[src/hw/rtl/dpce_pkg.sv]
`default_nettype none

package dpce_pkg;

    localparam int SAMPLE_BITS = 16;
    localparam int ESCAPE_BITS = 15;
    localparam int DIFF_BITS   = SAMPLE_BITS + 1;
    // escape prefix, sign bit, magnitude
    localparam int CODE_BITS   = 4 + 1 + ESCAPE_BITS;
    localparam int LEN_BITS    = $clog2(CODE_BITS + 1);
    // up to seven leftover bits plus one full code
    localparam int BUF_BITS    = CODE_BITS + 7;
    localparam int CNT_BITS    = $clog2(BUF_BITS + 1);
    localparam int BYTE_BITS   = 8;

    typedef struct packed {
        logic [CODE_BITS-1:0] code;
        logic [LEN_BITS-1:0]  len;
        logic                 last;
    } code_entry_t;

    typedef struct packed {
        logic [BYTE_BITS-1:0] data;
        logic                 final_flag;
    } out_word_t;

endpackage

`default_nettype wire

[src/hw/rtl/delta_prefix_code_encoder_core.sv]
// channel   direction  handshake            payload
// input     in         push / full          sample, final_sample
// result    out        empty / pop          code_byte, final_byte
// config    in         cfg_valid/cfg_ready  cfg_data (dc_offset)
//
// one sample word per cycle enters while the code queue has room
// byte rate: the packer emits at most one byte per cycle; codes are 2 to 6 bits long,
// and an escape code is 20 bits
// reset (rst_n low, asynchronous) clears predecessor to dc mode, queues empty
// either side may stall; the code queue and output queue decouple them

`default_nettype none

module delta_prefix_code_encoder_core (
    input  wire logic                                    clk,
    input  wire logic                                    rst_n,
    // sample input
    input  wire logic signed [dpce_pkg::SAMPLE_BITS-1:0] sample,
    input  wire logic                                    final_sample,
    input  wire logic                                    push,
    output logic                                         full,
    // coded byte output
    output logic [dpce_pkg::BYTE_BITS-1:0]               code_byte,
    output logic                                         final_byte,
    output logic                                         empty,
    input  wire logic                                    pop,
    // dc_offset register write
    input  wire logic                                    cfg_valid,
    output logic                                         cfg_ready,
    input  wire logic signed [dpce_pkg::SAMPLE_BITS-1:0] cfg_data
);

    logic                  q_wr;
    dpce_pkg::code_entry_t q_wr_data;
    logic                  q_rd;
    dpce_pkg::code_entry_t q_rd_data;
    logic                  q_empty;

    // register is always writable
    assign cfg_ready = 1'b1;

    // front: difference against predecessor and prefix-code classification
    dpce_front u_front (
        .clk          (clk),
        .rst_n        (rst_n),
        .sample       (sample),
        .final_sample (final_sample),
        .push         (push),
        .q_full       (full),
        .cfg_valid    (cfg_valid),
        .cfg_data     (cfg_data),
        .q_wr         (q_wr),
        .q_wr_data    (q_wr_data)
    );

    // two-entry queue of codes between front and packer
    dpce_code_q u_code_q (
        .clk     (clk),
        .rst_n   (rst_n),
        .wr_en   (q_wr),
        .wr_data (q_wr_data),
        .full    (full),
        .rd_en   (q_rd),
        .rd_data (q_rd_data),
        .empty   (q_empty)
    );

    // back: msb-first bit packing, flush padding, output queue
    dpce_packer u_packer (
        .clk        (clk),
        .rst_n      (rst_n),
        .q_rd_data  (q_rd_data),
        .q_empty    (q_empty),
        .q_rd       (q_rd),
        .code_byte  (code_byte),
        .final_byte (final_byte),
        .empty      (empty),
        .pop        (pop)
    );

endmodule

`default_nettype wire

[src/hw/rtl/dpce_front.sv]
`default_nettype none

module dpce_front (
    input  wire logic                                 clk,
    input  wire logic                                 rst_n,
    input  wire logic signed [dpce_pkg::SAMPLE_BITS-1:0] sample,
    input  wire logic                                 final_sample,
    input  wire logic                                 push,
    input  wire logic                                 q_full,
    input  wire logic                                 cfg_valid,
    input  wire logic [dpce_pkg::SAMPLE_BITS-1:0]     cfg_data,
    output logic                                      q_wr,
    output dpce_pkg::code_entry_t                     q_wr_data
);

    logic [dpce_pkg::SAMPLE_BITS-1:0] prev_reg, prev_next;
    logic [dpce_pkg::SAMPLE_BITS-1:0] dc_reg, dc_next;
    logic                             first_reg, first_next;

    logic [dpce_pkg::SAMPLE_BITS-1:0] pred;
    logic [dpce_pkg::DIFF_BITS-1:0]   diff;
    logic [dpce_pkg::DIFF_BITS-1:0]   mag;
    logic [dpce_pkg::ESCAPE_BITS-1:0] esc_mag;
    logic                             neg;
    logic                             pos;

    assign q_wr = push & ~q_full;

    always_comb
    begin
        pred    = first_reg ? dc_reg : prev_reg;
        diff    = {sample[dpce_pkg::SAMPLE_BITS-1], sample}
                  - {pred[dpce_pkg::SAMPLE_BITS-1], pred};
        neg     = diff[dpce_pkg::DIFF_BITS-1];
        pos     = ~neg;
        mag     = neg ? (~diff + dpce_pkg::DIFF_BITS'(1)) : diff;
        // saturate the escape magnitude
        esc_mag = ((mag >> dpce_pkg::ESCAPE_BITS) != '0) ? '1
                  : dpce_pkg::ESCAPE_BITS'(mag);

        q_wr_data.last = final_sample;
        if (mag == '0)
        begin
            q_wr_data.code = '0;
            q_wr_data.len  = dpce_pkg::LEN_BITS'(2);
        end
        else if (mag == dpce_pkg::DIFF_BITS'(1))
        begin
            q_wr_data.code = dpce_pkg::CODE_BITS'({2'b01, pos});
            q_wr_data.len  = dpce_pkg::LEN_BITS'(3);
        end
        else if (mag <= dpce_pkg::DIFF_BITS'(3))
        begin
            q_wr_data.code = dpce_pkg::CODE_BITS'({2'b10, mag[0], pos});
            q_wr_data.len  = dpce_pkg::LEN_BITS'(4);
        end
        else if (mag <= dpce_pkg::DIFF_BITS'(5))
        begin
            q_wr_data.code = dpce_pkg::CODE_BITS'({3'b110, mag[0], pos});
            q_wr_data.len  = dpce_pkg::LEN_BITS'(5);
        end
        else if (mag <= dpce_pkg::DIFF_BITS'(7))
        begin
            q_wr_data.code = dpce_pkg::CODE_BITS'({4'b1110, mag[0], pos});
            q_wr_data.len  = dpce_pkg::LEN_BITS'(6);
        end
        else
        begin
            q_wr_data.code = {4'b1111, neg, esc_mag};
            q_wr_data.len  = dpce_pkg::LEN_BITS'(dpce_pkg::CODE_BITS);
        end
    end

    always_comb
    begin
        prev_next  = prev_reg;
        first_next = first_reg;
        dc_next    = cfg_valid ? cfg_data : dc_reg;
        if (q_wr)
        begin
            // end of block re-arms the dc predecessor
            prev_next  = final_sample ? '0 : sample;
            first_next = final_sample;
        end
    end

    always_ff @(posedge clk or negedge rst_n)
    begin
        if (!rst_n)
        begin
            prev_reg  <= '0;
            first_reg <= 1'b1;
            dc_reg    <= '0;
        end
        else
        begin
            prev_reg  <= prev_next;
            first_reg <= first_next;
            dc_reg    <= dc_next;
        end
    end

endmodule

`default_nettype wire

[src/hw/rtl/dpce_code_q.sv]
`default_nettype none

module dpce_code_q (
    input  wire logic                  clk,
    input  wire logic                  rst_n,
    input  wire logic                  wr_en,
    input  wire dpce_pkg::code_entry_t wr_data,
    output logic                       full,
    input  wire logic                  rd_en,
    output dpce_pkg::code_entry_t      rd_data,
    output logic                       empty
);

    dpce_pkg::code_entry_t mem [2];
    logic       wr_ptr_reg, wr_ptr_next;
    logic       rd_ptr_reg, rd_ptr_next;
    logic [1:0] count_reg, count_next;
    logic       do_wr, do_rd;

    assign full    = (count_reg == 2'd2);
    assign empty   = (count_reg == 2'd0);
    assign rd_data = mem[rd_ptr_reg];
    assign do_wr   = wr_en & ~full;
    assign do_rd   = rd_en & ~empty;

    always_comb
    begin
        wr_ptr_next = do_wr ? ~wr_ptr_reg : wr_ptr_reg;
        rd_ptr_next = do_rd ? ~rd_ptr_reg : rd_ptr_reg;
        count_next  = count_reg + {1'b0, do_wr} - {1'b0, do_rd};
    end

    always_ff @(posedge clk)
    begin
        if (do_wr)
        begin
            mem[wr_ptr_reg] <= wr_data;
        end
    end

    always_ff @(posedge clk or negedge rst_n)
    begin
        if (!rst_n)
        begin
            wr_ptr_reg <= 1'b0;
            rd_ptr_reg <= 1'b0;
            count_reg  <= 2'd0;
        end
        else
        begin
            wr_ptr_reg <= wr_ptr_next;
            rd_ptr_reg <= rd_ptr_next;
            count_reg  <= count_next;
        end
    end

endmodule

`default_nettype wire

[src/hw/rtl/dpce_packer.sv]
`default_nettype none

module dpce_packer (
    input  wire logic                           clk,
    input  wire logic                           rst_n,
    input  wire dpce_pkg::code_entry_t          q_rd_data,
    input  wire logic                           q_empty,
    output logic                                q_rd,
    output logic [dpce_pkg::BYTE_BITS-1:0]      code_byte,
    output logic                                final_byte,
    output logic                                empty,
    input  wire logic                           pop
);

    logic [dpce_pkg::BUF_BITS-1:0] buf_reg, buf_next;
    logic [dpce_pkg::CNT_BITS-1:0] cnt_reg, cnt_next;
    logic                          last_reg, last_next;

    logic [dpce_pkg::BUF_BITS-1:0] mbuf;
    logic [dpce_pkg::CNT_BITS-1:0] mcnt;
    logic                          mlast;
    logic                          emit_full, emit_pad;

    // output queue
    dpce_pkg::out_word_t out_mem [2];
    logic                out_wr_ptr_reg, out_wr_ptr_next;
    logic                out_rd_ptr_reg, out_rd_ptr_next;
    logic [1:0]          out_cnt_reg, out_cnt_next;
    logic                space, out_wr, out_rd;
    dpce_pkg::out_word_t out_word;

    assign space      = (out_cnt_reg != 2'd2);
    assign empty      = (out_cnt_reg == 2'd0);
    assign out_rd     = pop & ~empty;
    assign code_byte  = out_mem[out_rd_ptr_reg].data;
    assign final_byte = out_mem[out_rd_ptr_reg].final_flag;

    // merge a new code only while fewer than eight bits are held
    assign q_rd = (cnt_reg < dpce_pkg::CNT_BITS'(8)) & ~last_reg & ~q_empty;

    always_comb
    begin
        mbuf  = buf_reg;
        mcnt  = cnt_reg;
        mlast = last_reg;
        if (q_rd)
        begin
            mbuf  = (buf_reg << q_rd_data.len) | dpce_pkg::BUF_BITS'(q_rd_data.code);
            mcnt  = cnt_reg + dpce_pkg::CNT_BITS'(q_rd_data.len);
            mlast = q_rd_data.last;
        end

        emit_full = space & (mcnt >= dpce_pkg::CNT_BITS'(8));
        emit_pad  = space & mlast & (mcnt != '0) & (mcnt < dpce_pkg::CNT_BITS'(8));

        buf_next  = mbuf;
        cnt_next  = mcnt;
        last_next = mlast;
        out_word  = '0;
        out_wr    = emit_full | emit_pad;
        if (emit_full)
        begin
            out_word.data       = dpce_pkg::BYTE_BITS'(mbuf >> (mcnt - dpce_pkg::CNT_BITS'(8)));
            out_word.final_flag = mlast & (mcnt == dpce_pkg::CNT_BITS'(8));
            cnt_next            = mcnt - dpce_pkg::CNT_BITS'(8);
            last_next           = mlast & (mcnt != dpce_pkg::CNT_BITS'(8));
        end
        else if (emit_pad)
        begin
            // zero-pad the partial byte at end of block
            out_word.data       = dpce_pkg::BYTE_BITS'(mbuf << (dpce_pkg::CNT_BITS'(8) - mcnt));
            out_word.final_flag = 1'b1;
            cnt_next            = '0;
            last_next           = 1'b0;
        end

        out_wr_ptr_next = out_wr ? ~out_wr_ptr_reg : out_wr_ptr_reg;
        out_rd_ptr_next = out_rd ? ~out_rd_ptr_reg : out_rd_ptr_reg;
        out_cnt_next    = out_cnt_reg + {1'b0, out_wr} - {1'b0, out_rd};
    end

    always_ff @(posedge clk)
    begin
        buf_reg <= buf_next;
        if (out_wr)
        begin
            out_mem[out_wr_ptr_reg] <= out_word;
        end
    end

    always_ff @(posedge clk or negedge rst_n)
    begin
        if (!rst_n)
        begin
            cnt_reg        <= '0;
            last_reg       <= 1'b0;
            out_wr_ptr_reg <= 1'b0;
            out_rd_ptr_reg <= 1'b0;
            out_cnt_reg    <= 2'd0;
        end
        else
        begin
            cnt_reg        <= cnt_next;
            last_reg       <= last_next;
            out_wr_ptr_reg <= out_wr_ptr_next;
            out_rd_ptr_reg <= out_rd_ptr_next;
            out_cnt_reg    <= out_cnt_next;
        end
    end

endmodule

`default_nettype wire

[config.mk]
export PLATFORM = sky130hd
export DESIGN_NAME = delta_prefix_code_encoder_core
export DESIGN_NICKNAME = d
export VERILOG_FILES = /design/src/hw/rtl/dpce_pkg.sv /design/src/hw/rtl/delta_prefix_code_encoder_core.sv /design/src/hw/rtl/dpce_front.sv /design/src/hw/rtl/dpce_code_q.sv /design/src/hw/rtl/dpce_packer.sv
export SDC_FILE = /design/constraint.sdc
export NUM_CORES = 1
export LEC_CHECK = 0
export BUFFER_PORTS_ARGS = -buffer_cell sky130_fd_sc_hd__clkbuf_2
export CAP_MARGIN = 10
export CORE_ASPECT_RATIO = 2
export CORE_UTILIZATION = 30
export DETAILED_ROUTE_END_ITERATION = 10
export SYNTH_ARGS = -nofsm -noshare
export SYNTH_HDL_FRONTEND = slang
export SYNTH_SLANG_ARGS = --single-unit
[constraint.sdc]
create_clock -name clk -period 6.3 [get_ports clk]
set_clock_uncertainty 0.2 [all_clocks]
set_input_delay 1.89 -clock clk [delete_from_list [all_inputs] [get_ports clk]]
set_output_delay 1.89 -clock clk [all_outputs]
set_load 0.02 [all_outputs]
# After elaboration in Yosys (flattened, before gate mapping)
# Memory sizes are Yosys's and may differ from the RTL's.
# Cells that the tools add are included.
[totals] ram_bits=70 in_bits=38 regBits=74 mem_count=2 output_inout_bits=12 wordCells=88
[op_classes] order_cmp=6 reduce_logical=5 n_eq_ne=5 bitwise_logic=24 shifts=3 n_mux=22 add_sub_neg=9
[mem_list] memory="u_code_q.mem" depth=2 width=26 read_ports=1 rd_clocked_by_memory_dff=0 write_ports=1 line_no="dpce_code_q.sv:14" text="dpce_pkg::code_entry_t mem [2];"
[mem_list] memory="u_packer.out_mem" depth=2 width=9 read_ports=1 rd_clocked_by_memory_dff=0 write_ports=1 line_no="dpce_packer.sv:25" text="dpce_pkg::out_word_t out_mem [2];"
[ops] operator="$mux W25" count=5
[ops] operator="$le A17 B3 Y1 const B" count=2
[ops] operator="$mux W16" count=2
[ops] operator="$mux W27" count=1
[ops] operator="$or A27 B20 Y27" count=1
[ops] operator="$shl A27 B5 Y27" count=1
[ops] operator="$shl A27 B5 Y8" count=1
[ops] operator="$shr A27 B5 Y8" count=1
[ops] operator="$mux W9" count=2
[ops] operator="$add A17 B1 Y17 const B" count=1
[ops] operator="$eq A17 B1 Y1 const B" count=1
[ops] operator="$le A17 B2 Y1 const B" count=1
[ops] operator="$logic_not A17 Y1" count=1
[ops] operator="$mux W17" count=1
[ops] operator="$not A17 Y17" count=1
[ops] operator="$reduce_bool A17 Y1" count=1
[ops] operator="$sub A16 B16 Y17" count=1
[ops] operator="$mux W15" count=1
[ops] operator="$mux W5" count=3
[ops] operator="$and A1 B1 Y1" count=12
[ops] operator="$lt A5 B4 Y1 const B" count=2
[ops] operator="$not A1 Y1" count=9
[ops] operator="$mux W1" count=7
[ops] operator="$add A5 B5 Y5" count=1
[ops] operator="other kinds (12)" count=15

# Depth between registers and ports, before layout
[depth] ltp_word=12 mapped_depth=20 mapped_depth_nobuf=16

# Hierarchy
# Synthesis repeated with hierarchy kept, for this count alone.
[hier_totals] cells_unflattened=1128 area_unflattened_um2=10959.3
[by_module_without_submodules] module="dpce_packer" n_inst=1 area_per_inst_um2=5502.8 cells_per_inst=659 seq_area_each_um2=1331.3
[by_module_without_submodules] module="dpce_front" n_inst=1 area_per_inst_um2=3268.1 cells_per_inst=368 seq_area_each_um2=827.0
[by_module_without_submodules] module="dpce_code_q" n_inst=1 area_per_inst_um2=2177.1 cells_per_inst=99 seq_area_each_um2=1661.6
[by_module_without_submodules] module="delta_prefix_code_encoder_core" n_inst=1 area_per_inst_um2=11.3 cells_per_inst=2 seq_area_each_um2=0.0

# Worst setup path before layout
# Ideal clock, no wire load.
[synth_path] path_kind="input to register" startpoint="input sample[0] (netlist name)" endpoint="memory u_code_q.mem[0][9] (netlist name), data pin" cell_stages=15 arrival_ns=5.120 path_slack_ns=0.722 setup_time_ns=0.258 required_time_ns=5.842 path_buffers=1 path_cell_list="inv_1 > ha_1 > inv_1 > fa_1 > xnor2_1 > and3_1 > nand3_1 > or3_4 > or4_1 > a211oi_2 > o31ai_1 > nor4_4 > buf_6 > nand4_1 > o21a_1"
[synth_rtl] element="from (decl)" line_no="delta_prefix_code_encoder_core.sv:18" text="input wire logic signed [dpce_pkg::SAMPLE_BITS-1:0] sample,"
[synth_rtl] element="to (decl)" line_no="dpce_code_q.sv:14"

==> run metrics <==
worst min path class flip-flop to flip-flop; DRC 0; Syn. warnings 0; CTS clk-pin slew, worst paths roughly 0.060 ns; max incr delay on CP 0.55 ns; largest net degree at the start of global routing 48; Final setup viols 0; Routed WL per cell between 15 and 20 um; Initial Util a little over 30%; Synth Flop Type edfxtp_1; cell area after synthesis between 9000 and 10000 um^2; Non-Filler Instances roughly 1500; CP Data Required Time about 6.3 ns; clk_lat worst skew about 0.45 ns; slowest stage cell, crit path or4b_1; buffer count from post-CTS setup fixing 0; final core utilization a little over a third; max-cap violation count 0; worst reg2reg setup slack between 1 and 1.5 ns; post-synthesis async set-or-reset flop share between 30% and 40%; most common cell after layout, fill and taps aside nand2_1; Final min period between 5 and 6 ns; post-synth cell types 85; DRT Pass-1 Iters 5; Post-Place Cells between 1000 and 1500; WS Path Type input port to flip-flop; die area 32300 um^2; Max Slew Vio Count 0; vias in the first global route around 7900; CTS tree built; Ports 50; ant diodes 0; Starting DRT DRC Count 380; RSZ-0062 raised after global routing false; maximum clock rate around 0.18 GHz; max reg flops 42; Max H-tree Level 4; Hold Path Origin u_front.prev_reg[12]; FP Rows slightly above 90; total global routing track utilization between 10% and 20%; Post-synth EDFFs 60; total grt overflow 0; CTS Hold Bufs 0; Hold Path Sink u_front.prev_reg[12]; Detailed Place HPWL ~21000 um; maximum buffer depth of the clock tree 2; Root Driver clkbuf_16; endpoint class of the critical path flip-flop; most frequent cells in the layout nand2_1, mux2i_1, nor2_1; via count 7770; status finished clean; CP Launch Type input port; fill count 3282; RR Endpoint u_code_q.mem[0][9]; Chip Height approximately 250 um; cells on worst reg2reg path 13; CP max FO 20; area delta synth->final 13.7%; die span in x roughly 130 um; register area share after synthesis 37.2%; cts repair resizes 0; Syn Nets 1058; RePlAce Congestion between 0.9 and 1; Mapped Cells 992; Seq cells post-synth around 130; ANT nets after route 0; setup_tns 0 ns; final hold vios 0; WP data arrival between 5 and 6 ns; nets ~1100; vias per std cell ~5.3; clock buffer count from CTS 17; CORE AREA 31000 um^2; initial antenna violation count 0; CP cell instances clkbuf_2 > ha_1 > a21o_1 > nand2b_1 > o21ai_0 > nand2_1 > xnor2_1 > nand2_1 > or4b_1 > o21ai_0 > mux2_2 > nand4_1 > o21a_1; input/output buffers 48; final worst-path cycle share 87.8%; layout cells sized above 1 17.8%; first-pass GRT wire length 41900 um; WL final between 20000 and 30000 um; R2R Path Start u_front.first_reg; clock sink total ~130; relative slew slack 23.3%; Avg Cell Area, Syn roughly 9.5 um^2; worst slew pin tran 1.14 ns; Hold Crit Depth 2
[synth_stat cells, types with 11 or more instances]
master,n,area share (%)
a31oi_1,17,1.1
nor2_1,76,3.0
clkbuf_1,40,1.6
mux2i_1,88,9.3
ha_1,26,3.4
nand2_1,127,5.0
a211oi_1,16,1.3
nand3_1,19,1.0
dfrtp_1,46,12
and3_1,12,0.79
inv_1,25,0.99
xor2_1,11,1.0
o21ai_0,51,2.7
dfxtp_1,27,5.7
nor3_1,24,1.3
a21oi_1,41,2.2
xnor2_1,29,2.7
mux4_2,18,4.3
mux2_2,38,4.5
nand2b_1,21,1.4
edfxtp_1,60,19
[layer usage]
layer / routed length (um) / global-route usage, % / share of wire (%) / vias up
met1: 8990 / 15.3 / 34 / 3719
met5: 0 / 0 / 0 / -
li1: - / - / - / 3738
met3: 751 / 2.94 / 2.8 / 95
met2: 14900 / 33.3 / 56 / 218
met4: 1760 / 12.8 / 6.7 / 0
[kinds of logic after synthesis]
kind of cell             count (synthesis)  synth area share [%]
adder cells (fa/ha/maj)                 28                  3.86
other                                    1                0.0396
AND/OR/NAND/NOR                        323                  16.0
multiplexers                           145                  18.4
XOR/XNOR                                40                  3.70
AO/OA/AOI/OAI                          232                  17.0
flip-flops                             134                  37.2
buffers and inverters                   89                  3.89
[worst max-delay path: cells and delay by family]
kind	cells	cell delay (ns)
simple gates	5	1.29
compound gates	4	1.02
xor+xnor	1	0.44
mux	1	0.41
fa+ha+maj	1	0.39
buf+inv	1	0.10
[metrics by stage]
step	hold WS (ns)	instance area, um^2	worst slack [ns]
4_1_cts	0.284	10800	0.791
6_report	0.280	10800	0.770
2_1_floorplan	0.245	9460	0.722
3_5_place_dp	0.270	10100	0.314
5_1_grt	0.302	10800	0.540
3_3_place_gp	0.257	10100	0.316
[final cells by class]
type,instances,area (um^2),share of cell area [%]
inverters,27,101,0.942
flip-flops and latches,134,3520,32.7
well taps,418,523,4.86
multi-input cells,769,5570,51.8
repair buffers,73,428,3.98
clock inverters,11,108,1.00
clock buffers,21,504,4.69
[worst max-delay path by stage]
stage	from	end	slack, ns	cells after the start
finish	sample[4]	u_code_q.mem[0][9]	0.77	13
floorplan	sample[0]	u_code_q.mem[0][9]	0.72	15
CTS	sample[4]	u_code_q.mem[0][9]	0.79	13
detailed placement	sample[0]	u_code_q.mem[1][6]	0.31	16
global placement	sample[0]	u_code_q.mem[0][6]	0.32	16
global route	sample[0]	u_code_q.mem[0][6]	0.54	17
Power is not shown: default switching activity piles up to over one toggle a cycle in this logic, so the estimate is an artifact.
